--- src/hw/rtl/rate_limited_round_robin_dispatcher_unit_defines.svh ---
// Assertion macros for the round-robin dispatcher.
// Included by the top level only; no other dependencies.
`ifndef RATE_LIMITED_ROUND_ROBIN_DISPATCHER_UNIT_DEFINES_SVH
`define RATE_LIMITED_ROUND_ROBIN_DISPATCHER_UNIT_DEFINES_SVH

// Same-cycle implication, disabled while reset is asserted
`define RLRR_ASSERT_IMPLY(label, clk, rstn, ante, cons) \
    label: assert property (@(posedge clk) disable iff (!(rstn)) (ante) |-> (cons)) \
        else $error("dispatcher assertion failed");

// Next-cycle implication, disabled while reset is asserted
`define RLRR_ASSERT_NEXT(label, clk, rstn, ante, cons) \
    label: assert property (@(posedge clk) disable iff (!(rstn)) (ante) |=> (cons)) \
        else $error("dispatcher assertion failed");

`endif

--- src/hw/rtl/rlrr_pkg.sv ---
// Types and constants for the round-robin dispatcher.
// No dependencies; used by rate_limited_round_robin_dispatcher_unit.
package rlrr_pkg;

    localparam int CFG_W   = 24;
    localparam int CNT_W   = 25;
    localparam int POOL_W  = 5;
    localparam int SID_W   = 4;
    localparam int TAG_W   = 16;

    // input request kinds
    typedef enum logic [1:0] {
        MODE_MSG  = 2'd0,
        MODE_TICK = 2'd1,
        MODE_FAIL = 2'd2
    } t_mode;

    // result status codes
    typedef enum logic [1:0] {
        ST_FORWARD  = 2'd0,
        ST_OVER     = 2'd1,
        ST_RESTART  = 2'd2,
        ST_NO_SERV  = 2'd3
    } t_status;

    // configuration register indexes
    typedef enum logic [1:0] {
        CFG_MAX_LOAD = 2'd0,
        CFG_WINDOW   = 2'd1,
        CFG_POOL     = 2'd2
    } t_cfg_idx;

    localparam logic [CFG_W-1:0]  RST_MAX_LOAD = 24'd1000;
    localparam logic [CFG_W-1:0]  RST_WINDOW   = 24'd1000;
    localparam logic [POOL_W-1:0] RST_POOL     = 5'd16;

    // one result request
    typedef struct packed {
        t_status              status;
        logic [SID_W-1:0]     server_index;
        logic [TAG_W-1:0]     tag;
        logic [CNT_W-1:0]     count;
    } t_result;

endpackage

--- src/hw/rtl/rate_limited_round_robin_dispatcher_unit.sv ---
// Round-robin dispatcher with a per-window rate limit (top level).
// Depends on rlrr_pkg and rate_limited_round_robin_dispatcher_unit_defines.svh.
//
// Usage:
//   Input channel (i_valid / o_stall) carries one request per accept: a message
//   arrival, a time tick or a delivery failure report. Only messages produce a
//   result on the output channel (o_valid / i_stall): status, chosen server,
//   the message tag and the window count after that message.
//   Throughput: one request per cycle while o_stall is low; the server choice
//   is a single wraparound priority encoder over the active servers inside
//   the pool, and the window counter and tick counter update in the same cycle.
//   The output side is a result register plus one skid entry. While the skid
//   entry holds a result o_stall is high; it is driven from a register only.
//   A receiver that stalls forever thus blocks the input after two results.
//   Reset (synchronous, active low) marks all servers active, clears the
//   pointer and both counters, loads the default configuration and empties
//   the output side. Configuration is written through i_cfg_we / i_cfg_index
//   / i_cfg_data, one register per cycle; the user must write it only while
//   the block is idle; the block itself does not enforce this.
`include "rate_limited_round_robin_dispatcher_unit_defines.svh"

module rate_limited_round_robin_dispatcher_unit #(
    parameter int MAX_SERVERS = 16
) (
    input  logic                        i_clk,
    input  logic                        i_rst_n,
    // configuration
    input  logic                        i_cfg_we,
    input  logic [1:0]                  i_cfg_index,
    input  logic [rlrr_pkg::CFG_W-1:0]  i_cfg_data,
    // input channel
    input  logic                        i_valid,
    output logic                        o_stall,
    input  logic [1:0]                  i_mode,
    input  logic [rlrr_pkg::SID_W-1:0]  i_server_id,
    input  logic [rlrr_pkg::TAG_W-1:0]  i_message_tag,
    // output channel
    output logic                        o_valid,
    input  logic                        i_stall,
    output logic [1:0]                  o_status,
    output logic [rlrr_pkg::SID_W-1:0]  o_server_index,
    output logic [rlrr_pkg::TAG_W-1:0]  o_tag_out,
    output logic [rlrr_pkg::CNT_W-1:0]  o_window_count
);

    localparam int IDX_W = (MAX_SERVERS > 1) ? $clog2(MAX_SERVERS) : 1;
    localparam logic [IDX_W-1:0] LAST_IDX = IDX_W'(MAX_SERVERS - 1);

    // configuration registers
    logic [rlrr_pkg::CFG_W-1:0]  r_max_load;
    logic [rlrr_pkg::CFG_W-1:0]  r_window_ticks;
    logic [rlrr_pkg::POOL_W-1:0] r_pool_size;

    // dispatch state
    logic [MAX_SERVERS-1:0]      r_active, n_active;
    logic [IDX_W-1:0]            r_next_ptr, n_next_ptr;
    logic [rlrr_pkg::CNT_W-1:0]  r_msg_counter, n_msg_counter;
    logic [rlrr_pkg::CFG_W-1:0]  r_elapsed, n_elapsed;

    // output register and skid entry
    logic                        r_out_valid, r_skid_valid;
    rlrr_pkg::t_result           r_out, r_skid;

    logic                        in_fire, out_fire;
    logic                        res_valid;
    rlrr_pkg::t_result           res;
    logic [MAX_SERVERS-1:0]      pool_mask, avail, avail_hi;
    logic [IDX_W-1:0]            lo_all, lo_hi, chosen;
    logic                        expired;
    logic [rlrr_pkg::CNT_W-1:0]  cnt_inc, max_ext;

    assign in_fire  = i_valid && !o_stall;
    assign out_fire = r_out_valid && !i_stall;
    assign o_stall  = r_skid_valid;

    // configuration writes
    always_ff @(posedge i_clk) begin
        if (!i_rst_n) begin
            r_max_load     <= rlrr_pkg::RST_MAX_LOAD;
            r_window_ticks <= rlrr_pkg::RST_WINDOW;
            r_pool_size    <= rlrr_pkg::RST_POOL;
        end else if (i_cfg_we) begin
            case (i_cfg_index)
                rlrr_pkg::CFG_MAX_LOAD: r_max_load     <= i_cfg_data;
                rlrr_pkg::CFG_WINDOW:   r_window_ticks <= i_cfg_data;
                rlrr_pkg::CFG_POOL:     r_pool_size    <= i_cfg_data[rlrr_pkg::POOL_W-1:0];
                default: ;
            endcase
        end
    end

    // available servers: active and inside the pool (pool clamps at MAX_SERVERS)
    always_comb begin
        for (int i = 0; i < MAX_SERVERS; i++) begin
            pool_mask[i] = (i < int'(r_pool_size));
            avail_hi[i]  = avail[i] && (i >= int'(r_next_ptr));
        end
    end
    assign avail = r_active & pool_mask;

    // wraparound priority encoder: lowest at or above pointer, else lowest overall
    always_comb begin
        lo_all = '0;
        lo_hi  = '0;
        for (int i = MAX_SERVERS - 1; i >= 0; i--) begin
            if (avail[i])    lo_all = IDX_W'(i);
            if (avail_hi[i]) lo_hi  = IDX_W'(i);
        end
        chosen = (|avail_hi) ? lo_hi : lo_all;
    end

    // window and rate limit
    assign expired = (r_elapsed >= r_window_ticks);
    assign max_ext = {1'b0, r_max_load};
    assign cnt_inc = (r_msg_counter <= max_ext) ? (r_msg_counter + 1'b1) : r_msg_counter;

    // per-request state update and result
    always_comb begin
        n_active          = r_active;
        n_next_ptr        = r_next_ptr;
        n_msg_counter     = r_msg_counter;
        n_elapsed         = r_elapsed;
        res_valid         = 1'b0;
        res.status        = rlrr_pkg::ST_NO_SERV;
        res.server_index  = '0;
        res.tag           = i_message_tag;
        res.count         = r_msg_counter;
        if (in_fire) begin
            case (i_mode)
                rlrr_pkg::MODE_TICK: begin
                    if (r_elapsed != {rlrr_pkg::CFG_W{1'b1}}) n_elapsed = r_elapsed + 1'b1;
                end
                rlrr_pkg::MODE_FAIL: begin
                    for (int i = 0; i < MAX_SERVERS; i++) begin
                        if (i == int'(i_server_id)) n_active[i] = 1'b0;
                    end
                end
                rlrr_pkg::MODE_MSG: begin
                    res_valid = 1'b1;
                    if (avail == '0) begin
                        res.status = rlrr_pkg::ST_NO_SERV;
                    end else if (expired) begin
                        n_elapsed     = '0;
                        n_msg_counter = '0;
                        res.status    = rlrr_pkg::ST_RESTART;
                        res.count     = '0;
                    end else begin
                        n_msg_counter = cnt_inc;
                        res.count     = cnt_inc;
                        if (cnt_inc <= max_ext) begin
                            res.status       = rlrr_pkg::ST_FORWARD;
                            res.server_index = rlrr_pkg::SID_W'(chosen);
                            n_next_ptr       = (chosen == LAST_IDX) ? '0 : (chosen + 1'b1);
                        end else begin
                            res.status = rlrr_pkg::ST_OVER;
                        end
                    end
                end
                default: ;
            endcase
        end
    end

    // state registers
    always_ff @(posedge i_clk) begin
        if (!i_rst_n) begin
            r_active      <= '1;
            r_next_ptr    <= '0;
            r_msg_counter <= '0;
            r_elapsed     <= '0;
        end else begin
            r_active      <= n_active;
            r_next_ptr    <= n_next_ptr;
            r_msg_counter <= n_msg_counter;
            r_elapsed     <= n_elapsed;
        end
    end

    // output register with one skid entry
    always_ff @(posedge i_clk) begin
        if (!i_rst_n) begin
            r_out_valid  <= 1'b0;
            r_skid_valid <= 1'b0;
        end else if (!r_out_valid || out_fire) begin
            if (r_skid_valid) begin
                r_out_valid  <= 1'b1;
                r_skid_valid <= res_valid;
            end else begin
                r_out_valid  <= res_valid;
            end
        end else if (res_valid) begin
            r_skid_valid <= 1'b1;
        end
    end

    always_ff @(posedge i_clk) begin
        if (!r_out_valid || out_fire) begin
            if (r_skid_valid) begin
                r_out <= r_skid;
                if (res_valid) r_skid <= res;
            end else if (res_valid) begin
                r_out <= res;
            end
        end else if (res_valid) begin
            r_skid <= res;
        end
    end

    assign o_valid        = r_out_valid;
    assign o_status       = r_out.status;
    assign o_server_index = r_out.server_index;
    assign o_tag_out      = r_out.tag;
    assign o_window_count = r_out.count;

    // checks
    `RLRR_ASSERT_IMPLY(a_skid_needs_out, i_clk, i_rst_n, r_skid_valid, r_out_valid)
    `RLRR_ASSERT_IMPLY(a_fwd_available, i_clk, i_rst_n,
        res_valid && (res.status == rlrr_pkg::ST_FORWARD), avail[chosen])
    `RLRR_ASSERT_NEXT(a_restart_clears, i_clk, i_rst_n,
        res_valid && (res.status == rlrr_pkg::ST_RESTART),
        (r_msg_counter == '0) && (r_elapsed == '0))

endmodule

--- config.mk ---
export PLATFORM = sky130hd
export DESIGN_NAME = rate_limited_round_robin_dispatcher_unit
export DESIGN_NICKNAME = d
export VERILOG_FILES = /design/src/hw/rtl/rlrr_pkg.sv /design/src/hw/rtl/rate_limited_round_robin_dispatcher_unit.sv
export VERILOG_INCLUDE_DIRS = /design/src /design/src/hw/rtl
export SDC_FILE = /design/constraint.sdc
export NUM_CORES = 1
export LEC_CHECK = 0
export BUFFER_PORTS_ARGS = -buffer_cell sky130_fd_sc_hd__buf_4
export CAP_MARGIN = 20
export CORE_AREA = 2 2 188 190
export CTS_CLUSTER_SIZE = 20
export DETAILED_ROUTE_END_ITERATION = 6
export DIE_AREA = 0 0 190 192
export PLACE_DENSITY = 0.57
export SETUP_SLACK_MARGIN = 0.15
export SLEW_MARGIN = 20
export SYNTH_ARGS = -nofsm -noshare
export SYNTH_HDL_FRONTEND = slang
export SYNTH_SLANG_ARGS = --single-unit
--- constraint.sdc ---
create_clock -name i_clk -period 9.1 [get_ports i_clk]
set_input_delay 0.91 -clock i_clk [delete_from_list [all_inputs] [get_ports i_clk]]
set_output_delay 0.91 -clock i_clk [all_outputs]
set_load 0.01 [all_outputs]
==> out/metrics.yaml, run 1 <==
status: "finished clean"
wl_microns: 30160
core-area_sq_um: 34290
ios: 102
synth_fp_nets: 1375
fmaxAchievable_mhz: 204.1
vias_per_cell: 5.240
dieArea_sq_um: 36480
worstPathCellList: "ha_1 > a211oi_1 > a21oi_1 > o31ai_1 > a31o_2 > nand3_1 > and2_1 > or2_2 > ha_1 > nand4_1 > or3_1 > nor3_1 > a21oi_1 > a21oi_1 > nor3b_4 > and2_1 > a21o_1"
setup_violations: 0
ys_seq_elements: 218
clk_pin_slew_ns: 0.06
cts.sinks: 218
die_y_microns: 192
area_growth_pct: 15.49
avgSynthCellArea_sq_um: 9.588
cp_common_cell: "a21oi_1"
clock_latency_ns: 0.51
cts_tree: "built"
synthDistinctLibCells: 85
slowest_delay_ns: 0.54
grt_pass1_vias: 9041
crit_path_start_kind: "flop"
worst_pin_slew_ns: 0.9726
yosys.area.top_type: "edfxtp_1"
ys_top_cells_by_area: "edfxtp_1 (24%), dfxtp_1 (21%), ha_1 (7.8%), nand2_1 (5.4%), mux2_2 (3.4%)"
hpwlAfterDp_microns: 21780
drc_errors: 0
dpl_worst_slack_ns: 4.229
worstPathArrival_ns: 5.28
synth-simple-area-share_pct: 18.34
crit_type: "reg2reg"
grt_antenna_before_repair: 0
start_util_pct: 34.87
ys_seq_area_share_pct: 44.37
fill_cells: 3446
synthMuxAreaShare_pct: 4.102
synth_compound_area_share_pct: 18.82
wl_per_cell_microns: 16.85
report.final.slew_viol_count: 0
grt.overflow.total: 0
synth_warnings: 0
synth_common_cells: "nand2_1 (171), dfxtp_1 (124), edfxtp_1 (94)"
hold_class: "reg2reg"
grt_max_degree: 106
n_antenna_cell: 0
cts_resized: 0
synthAdderAreaFrac_pct: 7.848
layout-drive-gt1-share_pct: 15.73
synthFlopType: "dfxtp_1"
post-route-period-util_pct: 53.83
slew_headroom_pct: 35.15
ir_worst_vdd_uv: 92.68
fin_setup_tns_ns: 0
worst_ep_required_time_ns: 9.49
synth_edf_count: 94
ys_async_sr_fraction_pct: 0
maxCapViolations: 0
layout_setup_ws_ns: 4.201
grt_use_total_pct: 16.43
fin_nets: 1446
crit_fanout: 26
synth_most_common_cell: "nand2_1"
critPathSlowestCell: "a31o_2"
skew_ns: 0.007787
p_leak_nw: 5.425
rows: 68
drt_iter0_drc: 475
cts_hold_buf: 0
synth_top_family_by_area: "compound AO/OA/AOI/OAI gates"
mappedNetlistArea_sq_um: 11960
synthXorXnorAreaFrac_pct: 1.685
hold_viol: 0
gp_congestion: 0.8394
antenna_left: 0
post_cts_buffers: 0
htreeDepth: 1
seqCellArea_sq_um: 5305
grt_pass1_wl_microns: 48440
dr_total_vias: 9379
drt_pass1_iterations: 5
cts-root-buf: "clkbuf_16"
rsz0062_at_grt: "false"
syn_inst: 1247
power_density_nw_per_um2: 152.7
cp-end-kind: "flop"
cts_buffers: 24
dieWidth_microns: 190
multiInputGateArea_sq_um: 6108
synth_top_area_share_pct: 23.61
clockBufferDepth: 3
fin_crit_ns: 4.899
portBuffers: 101
## layout make-up
type                            count  area share [%]
Inverter                           73           2.003
Timing Repair Buffer              108           5.872
Tap cell                          455           4.123
Clock buffer                       31           4.920
Clock inverter                     12          0.4259
Sequential cell                   218           38.42
Multi-Input combinational cell    893           44.24
## flip-flops by register name, indices dropped and copies added, names as in the netlist
name and count:
o_tag_out 16, r_active 16, o_stall 1, r_skid 47
o_valid 1, r_pool_size 5, r_elapsed 24, r_window_ticks 24
o_window_count 25, r_max_load 24, r_next_ptr 4, o_server_index 4
r_msg_counter 25, o_status 2
## layout by cell type, fill, tap and decap left out, types with 24 or more instances in the layout
cell type  Yosys  routed
a21o_1        36      36
edfxtp_1      94      94
o211ai_1      24      24
and2_1        33      33
a21oi_1       68      67
mux2_2        36      36
nand2_1      171     171
o21ai_0       50      50
clkbuf_16      0      26
buf_4          5     108
dfxtp_1      124     124
a21boi_0      42      42
ha_1          75      75
nand3_1       35      35
inv_1         72      72
nor2_1        29      29
nand4_1       28      28
or3_1         25      25
## worst max-delay path: cells and delay by family (launching register included)
kind / cells / cell delay, ns
simple gates: 8 / 2.04
compound gates: 7 / 1.64
fa+ha+maj: 2 / 0.60
flops: 1 / 0.47
## worst paths after layout
| kind | from | end | slack, ns | depth (start not counted) |
|---|---|---|---|---|
| min reg2reg | r_max_load[4] | r_max_load[4] | 0.46 | 2 |
| max reg2reg | r_msg_counter[6] | o_server_index[1] | 4.20 | 17 |
| max | r_msg_counter[6] | o_server_index[1] | 4.20 | 17 |
| min | r_max_load[4] | r_max_load[4] | 0.46 | 2 |
## metal layers
layer  GRT usage (%)  wire length (microns)  up-vias
met5               0                      0        -
met4           4.293                    595        0
li1                -                      -     4708
met3           2.211                   1487       37
met1           23.08                  14630     4413
met2           26.56                  13450      221
## logic make-up after synthesis
| kind of cell | after synthesis |
|---|---|
| adders and majority gates | 75 |
| buffers and inverters | 136 |
| AOI/OAI and AO/OA | 326 |
| xor gates and xnor gates | 23 |
| DFF | 218 |
| and+or+nand+nor | 425 |
| muxes | 44 |
## per-stage QoR
stage / area [sq um] / total power, mW / util (%) / hold WS (ns) / std cells
floorplan: 11960 / 1.156 / - / 0.4361 / 1247
global route: 13810 / 2.198 / 40.27 / 0.4886 / 1790
global placement: 13060 / 1.214 / 38.09 / 0.4562 / 1747
finish: 13810 / 2.109 / 40.27 / 0.4644 / 1790
CTS: 13800 / 2.141 / 40.25 / 0.4711 / 1790
detailed placement: 13060 / 1.216 / 38.10 / 0.4627 / 1747
## report_power, final
part | switching, mW | internal, mW
clock | 0.391 | 0.524
sequential | 0.0149 | 1.03
combinational | 0.0829 | 0.0618
Power figures use the tool's default switching activity.
==> run 2, diff against run 1 <==
--- a/config.mk
+++ b/config.mk
@@ -12,7 +12,7 @@
 export CTS_CLUSTER_SIZE = 20
 export DETAILED_ROUTE_END_ITERATION = 6
 export DIE_AREA = 0 0 190 192
-export PLACE_DENSITY = 0.57
+export PLACE_DENSITY = 0.59
 export SETUP_SLACK_MARGIN = 0.15
 export SLEW_MARGIN = 20
 export SYNTH_ARGS = -nofsm -noshare
==> constraint.sdc (replaced) <==
create_clock -name i_clk -period 4.5 [get_ports i_clk]
set_input_delay 0.45 -clock i_clk [delete_from_list [all_inputs] [get_ports i_clk]]
set_output_delay 0.45 -clock i_clk [all_outputs]
set_load 0.01 [all_outputs]
==> out/metrics.yaml, run 2 (synthesis gave the netlist of run 1 again) <==
ios: 102  # unchanged
slew_headroom_pct: 42.78  # +7.6 points
wl_per_cell_microns: 17.05  # +1.2%
mostFrequentLayoutCells: "nand2_1 (171), buf_4 (156), dfxtp_1 (98)"
drc_errors: 0  # unchanged
placed_cells: 1787  # +2.3%
dieArea_sq_um: 36480  # unchanged
wl_microns: 31430  # +4.2%
fin_cells: 1844  # +3.0%
rows: 68  # unchanged
dr_total_vias: 9671  # +3.1%
crit_fanout: 6  # -77%
clk_pin_slew_ns: 0.06  # about the same
antenna_left: 0  # unchanged
crit_type: "reg2reg"
fin_crit_ns: 4.277  # -0.6214 ns
post-route-period-util_pct: 95.05  # +41 points
power_density_nw_per_um2: 309.4  # +100%
clock_latency_ns: 0.52  # about the same
timing.hold.ws_ns: 0.1236  # -0.3408 ns
grt_antenna_before_repair: 0  # unchanged
ir_worst_vdd_uv: 214.4  # +130%
largest_reg_flops: 47  # unchanged
p_leak_nw: 5.794  # +6.8%
dieWidth_microns: 190  # unchanged
report.final.slew_viol_count: 0  # unchanged
hold_viol: 0  # unchanged
htreeDepth: 1  # unchanged
regMostFlops: "r_skid"
skew_ns: 0.01955  # +0.01177 ns
drt_pass1_iterations: 5  # unchanged
cts.sinks: 218  # unchanged
cp-end-kind: "flop"
status: "finished clean"
grt_pass1_vias: 9402  # +4.0%
core-area_sq_um: 34290  # unchanged
clockBufferDepth: 3  # unchanged
cts-root-buf: "clkbuf_16"
crit_path_start_kind: "flop"
fill_cells: 3303  # -4.1%
setup_violations: 0  # unchanged
start_util_pct: 34.87  # unchanged
grt_use_total_pct: 17.19  # +0.76 points
placed_area_sq_um: 13380  # +2.4%
die_y_microns: 192  # unchanged
worstPathArrival_ns: 4.68  # -0.60 ns
grt.overflow.total: 0  # unchanged
hpwlAfterDp_microns: 22360  # +2.7%
fin_setup_tns_ns: 0  # unchanged
n_antenna_cell: 0  # unchanged
maxCapViolations: 0  # unchanged
area_growth_pct: 23.47
worst_ep_required_time_ns: 4.91  # -4.58 ns
layout_commonest_cell: "nand2_1"
vias_per_cell: 5.245  # about the same
cts_hold_buf: 0  # unchanged
fmaxAchievable_mhz: 233.8  # +15%
rsz0062_at_grt: "true"
cts_buffers: 25  # +4.2%
hold_class: "in2reg"
grt_pass1_wl_microns: 50720  # +4.7%
portBuffers: 101  # unchanged
gp_congestion: 0.8820  # +5.1%
grt_max_degree: 67  # -37%
worst_pin_slew_ns: 0.8564  # -0.1162 ns
fin_nets: 1499  # +3.7%
layout-drive-gt1-share_pct: 25.27  # +9.5 points
design_area_sq_um: 14760  # +6.9%
drt_iter0_drc: 563  # +19%
cts_tree: "built"
run 2: cell type report:
class	count	area, sq um	share of cell area [%]
tap	455	569.3	3.856
clock buffer	31	678.2	4.594
multi-input combinational	893	6476	43.87
clock inverter	14	183.9	1.246
sequential	218	5338	36.16
inverter	73	276.5	1.873
timing repair buffer	160	1241	8.407
run 2: critical path, cell delays in order (launching register included):
cell and delay [ns]:
dfxtp_2 0.34, inv_2 0.05, ha_4 0.23, a21o_1 0.17
nand3_2 0.08, a21oi_2 0.07, o31ai_2 0.21, buf_4 0.17
a31o_4 0.25, buf_12 0.13, nand4_1 0.17, xnor2_2 0.21
ha_1 0.34, a21o_1 0.18, a21o_1 0.18, a21o_1 0.17
a2bb2oi_2 0.14, nand4_1 0.13, a21oi_2 0.22, nor3b_4 0.31
buf_4 0.17, mux2i_1 0.17, nor2b_1 0.06
run 2: timing repair:
| item | CTS | global route |
|---|---|---|
| pin swaps | 12 | 37 |
| gates resized for setup | 18 | 80 |
| buffers inserted | 3 | 8 |
| hold endpoints to repair | 0 | 0 |
| cloned | 1 | 0 |
| setup endpoints to repair | 14 | 14 |
run 2: worst paths after layout:
| path | start | end | slack, ns | cells after the start |
|---|---|---|---|---|
| max | r_max_load[4] | r_next_ptr[1] | 0.22 | 22 |
| min | i_message_tag[9] | r_skid[34] | 0.12 | 1 |
| min reg2reg | r_max_load[2] | r_max_load[2] | 0.46 | 2 |
| max reg2reg | r_max_load[4] | r_next_ptr[1] | 0.22 | 22 |
run 2: power by group:
part	switching, mW	internal (mW)
Combinational	0.183	0.140
Clock	0.825	1.30
Sequential	0.0280	2.09
run 2: stage by stage:
step           total power, mW  utilization (%)  setup WS (ns)
2_1_floorplan            2.338                -         0.1571
3_3_place_gp             2.464            39.02      -0.003426
3_5_place_dp             2.470            39.02        -0.1513
4_1_cts                  4.618            41.91         0.1529
5_1_grt                  4.750            43.06       -0.03354
6_report                 4.568            43.06         0.2227
run 2: per-layer routing:
layer / routed length [microns] / track usage, % / up-vias
met3: 1561 / 2.247 / 41
met1: 15300 / 24.61 / 4567
met2: 13980 / 27.30 / 245
li1: - / - / 4818
met5: 0 / 0 / -
met4: 595 / 4.413 / 0
==> run 3, diff against run 2 <==
--- a/config.mk
+++ b/config.mk
@@ -13,6 +13,7 @@
 export DETAILED_ROUTE_END_ITERATION = 6
 export DIE_AREA = 0 0 190 192
 export PLACE_DENSITY = 0.59
+export RECOVER_POWER = 100
 export SETUP_SLACK_MARGIN = 0.15
 export SLEW_MARGIN = 20
 export SYNTH_ARGS = -nofsm -noshare
==> out/metrics.yaml, run 3 (synthesis gave the netlist of run 1 again) <==
status: "finished, violations left"
violations: "capacitance limit, slew limit"
dieWidth_microns: 190  # unchanged
grt.overflow.total: 0  # unchanged
die_y_microns: 192  # unchanged
cts.sinks: 218  # unchanged
drc_errors: 0  # unchanged
rsz0062_at_grt: "true"
dr_total_vias: 9742  # +0.73%
maxCapViolations: 4  # +4
drt_iter0_drc: 579  # +2.8%
largest_reg_flops: 47  # unchanged
power_density_nw_per_um2: 314.5  # +1.6%
layout-drive-gt1-share_pct: 20.16  # -5.1 points
htreeDepth: 1  # unchanged
dieArea_sq_um: 36480  # unchanged
cp_top_family: "compound AO/OA/AOI/OAI gates"
worstPathCellList: "inv_2 > ha_4 > a21o_1 > nand3_2 > a21oi_2 > o31ai_2 > buf_4 > a31o_4 > buf_12 > nand4_1 > xnor2_2 > ha_1 > a21o_1 > a21o_1 > a21o_1 > a2bb2oi_2 > nand4_1 > a21oi_2 > nor3b_4 > buf_4 > mux2i_1 > nor2b_1"
setup_violations: 0  # unchanged
worst_ep_required_time_ns: 4.90  # about the same
grt_max_degree: 67  # unchanged
post-route-period-util_pct: 95.25  # +0.20 points
cts-root-buf: "clkbuf_16"
fmaxAchievable_mhz: 233.3  # -0.21%
fin_cells: 1844  # unchanged
wl_microns: 31600  # +0.52%
slew_headroom_pct: -85.39  # -130 points
mostFrequentLayoutCells: "nand2_1 (171), dfxtp_1 (98), edfxtp_1 (94)"
finalPower_mw: 4.559  # -0.19%
clockBufferDepth: 3  # unchanged
report.final.slew_viol_count: 184  # +184
dpl_worst_slack_ns: -0.1513  # unchanged
hold_class: "in2reg"
ir_worst_vdd_uv: 217.9  # +1.6%
crit_type: "reg2reg"
worst_pin_slew_ns: 2.781  # +1.924 ns
placed_area_sq_um: 13380  # unchanged
slowest_delay_ns: 0.34  # about the same
hpwlAfterDp_microns: 22360  # unchanged
grt_antenna_before_repair: 0  # unchanged
crit_path_start_kind: "flop"
p_leak_nw: 5.531  # -4.5%
drt_pass1_iterations: 5  # unchanged
layout_setup_ws_ns: 0.2138  # -0.008899 ns
cp_common_cell: "a21o_1"
cts_tree: "built"
grt_pass1_vias: 9402  # unchanged
fin_nets: 1499  # unchanged
start_util_pct: 34.87  # unchanged
cts_buffers: 25  # unchanged
n_antenna_cell: 0  # unchanged
design_area_sq_um: 14500  # -1.8%
wl_per_cell_microns: 17.14  # +0.52%
worstPathArrival_ns: 4.68  # about the same
hold_viol: 0  # unchanged
grt_use_total_pct: 17.19  # unchanged
crit_fanout: 6  # unchanged
regMostFlops: "r_skid"
fin_crit_ns: 4.286  # +0.008899 ns
path_buf_inv: 4  # unchanged
cp-end-kind: "flop"
gp_congestion: 0.8820  # unchanged
grt_pass1_wl_microns: 50720  # unchanged
vias_per_cell: 5.283  # +0.73%
rows: 68  # unchanged
placed_cells: 1787  # unchanged
antenna_left: 0  # unchanged
cts_hold_buf: 0  # unchanged
skew_ns: 0.02419  # +0.004639 ns
ios: 102  # unchanged
layout_commonest_cell: "nand2_1"
clk_pin_slew_ns: 0.06  # about the same
critPathSlowestCell: "dfxtp_2"
area_growth_pct: 21.24
core-area_sq_um: 34290  # unchanged
portBuffers: 101  # unchanged
clock_latency_ns: 0.53  # about the same
[run 3: layout make-up]
cell class / instances / area (sq um)
inverters: 73 / 276.5
multi-input cells: 893 / 6450
fillers: 3367 / 19790
flip-flops and latches: 218 / 5338
repair buffers: 160 / 1001
well taps: 455 / 569.3
clock buffers: 31 / 678.2
clock inverters: 14 / 183.9
[run 3: per-stage QoR]
stage | util [%] | hold WS [ns] | setup TNS (ns)
final | 42.28 | 0.1458 | 0
after global routing | 42.28 | 0.1301 | -0.08653
after CTS | 41.91 | 0.1025 | 0
after detailed placement | 39.02 | 0.4603 | -0.4697
after global placement | 39.02 | 0.4537 | -0.003426
after floorplan | - | 0.4361 | 0
[run 3: repair_timing]
action,in CTS,in global routing
pin swaps,12,37
buffers inserted,3,8
setup endpoints to repair,14,14
resized for setup,18,80
gates cloned,1,0
[run 3: per-layer routing]
| metal | global-route usage [%] | share of wire [%] | vias to the layer above |
|---|---|---|---|
| met5 | 0 | 0 | - |
| met4 | 4.413 | 1.9 | 0 |
| met3 | 2.247 | 5.5 | 41 |
| met2 | 27.30 | 44 | 260 |
| met1 | 24.61 | 48 | 4618 |
| li1 | - | - | 4823 |
[run 3: power breakdown]
part           switching, mW  internal [mW]
logic                  0.184          0.127
clock network          0.828           1.30
registers             0.0278           2.09
[run 3: final timing paths]
check | depth (start not counted) | to | slack [ns] | from
setup / recovery | 22 | r_next_ptr[1] | 0.21 | r_max_load[4]
setup reg to reg | 22 | r_next_ptr[1] | 0.21 | r_max_load[4]
hold / removal | 1 | r_skid[34] | 0.15 | i_message_tag[9]
hold reg to reg | 2 | r_active[1] | 0.46 | r_active[1]
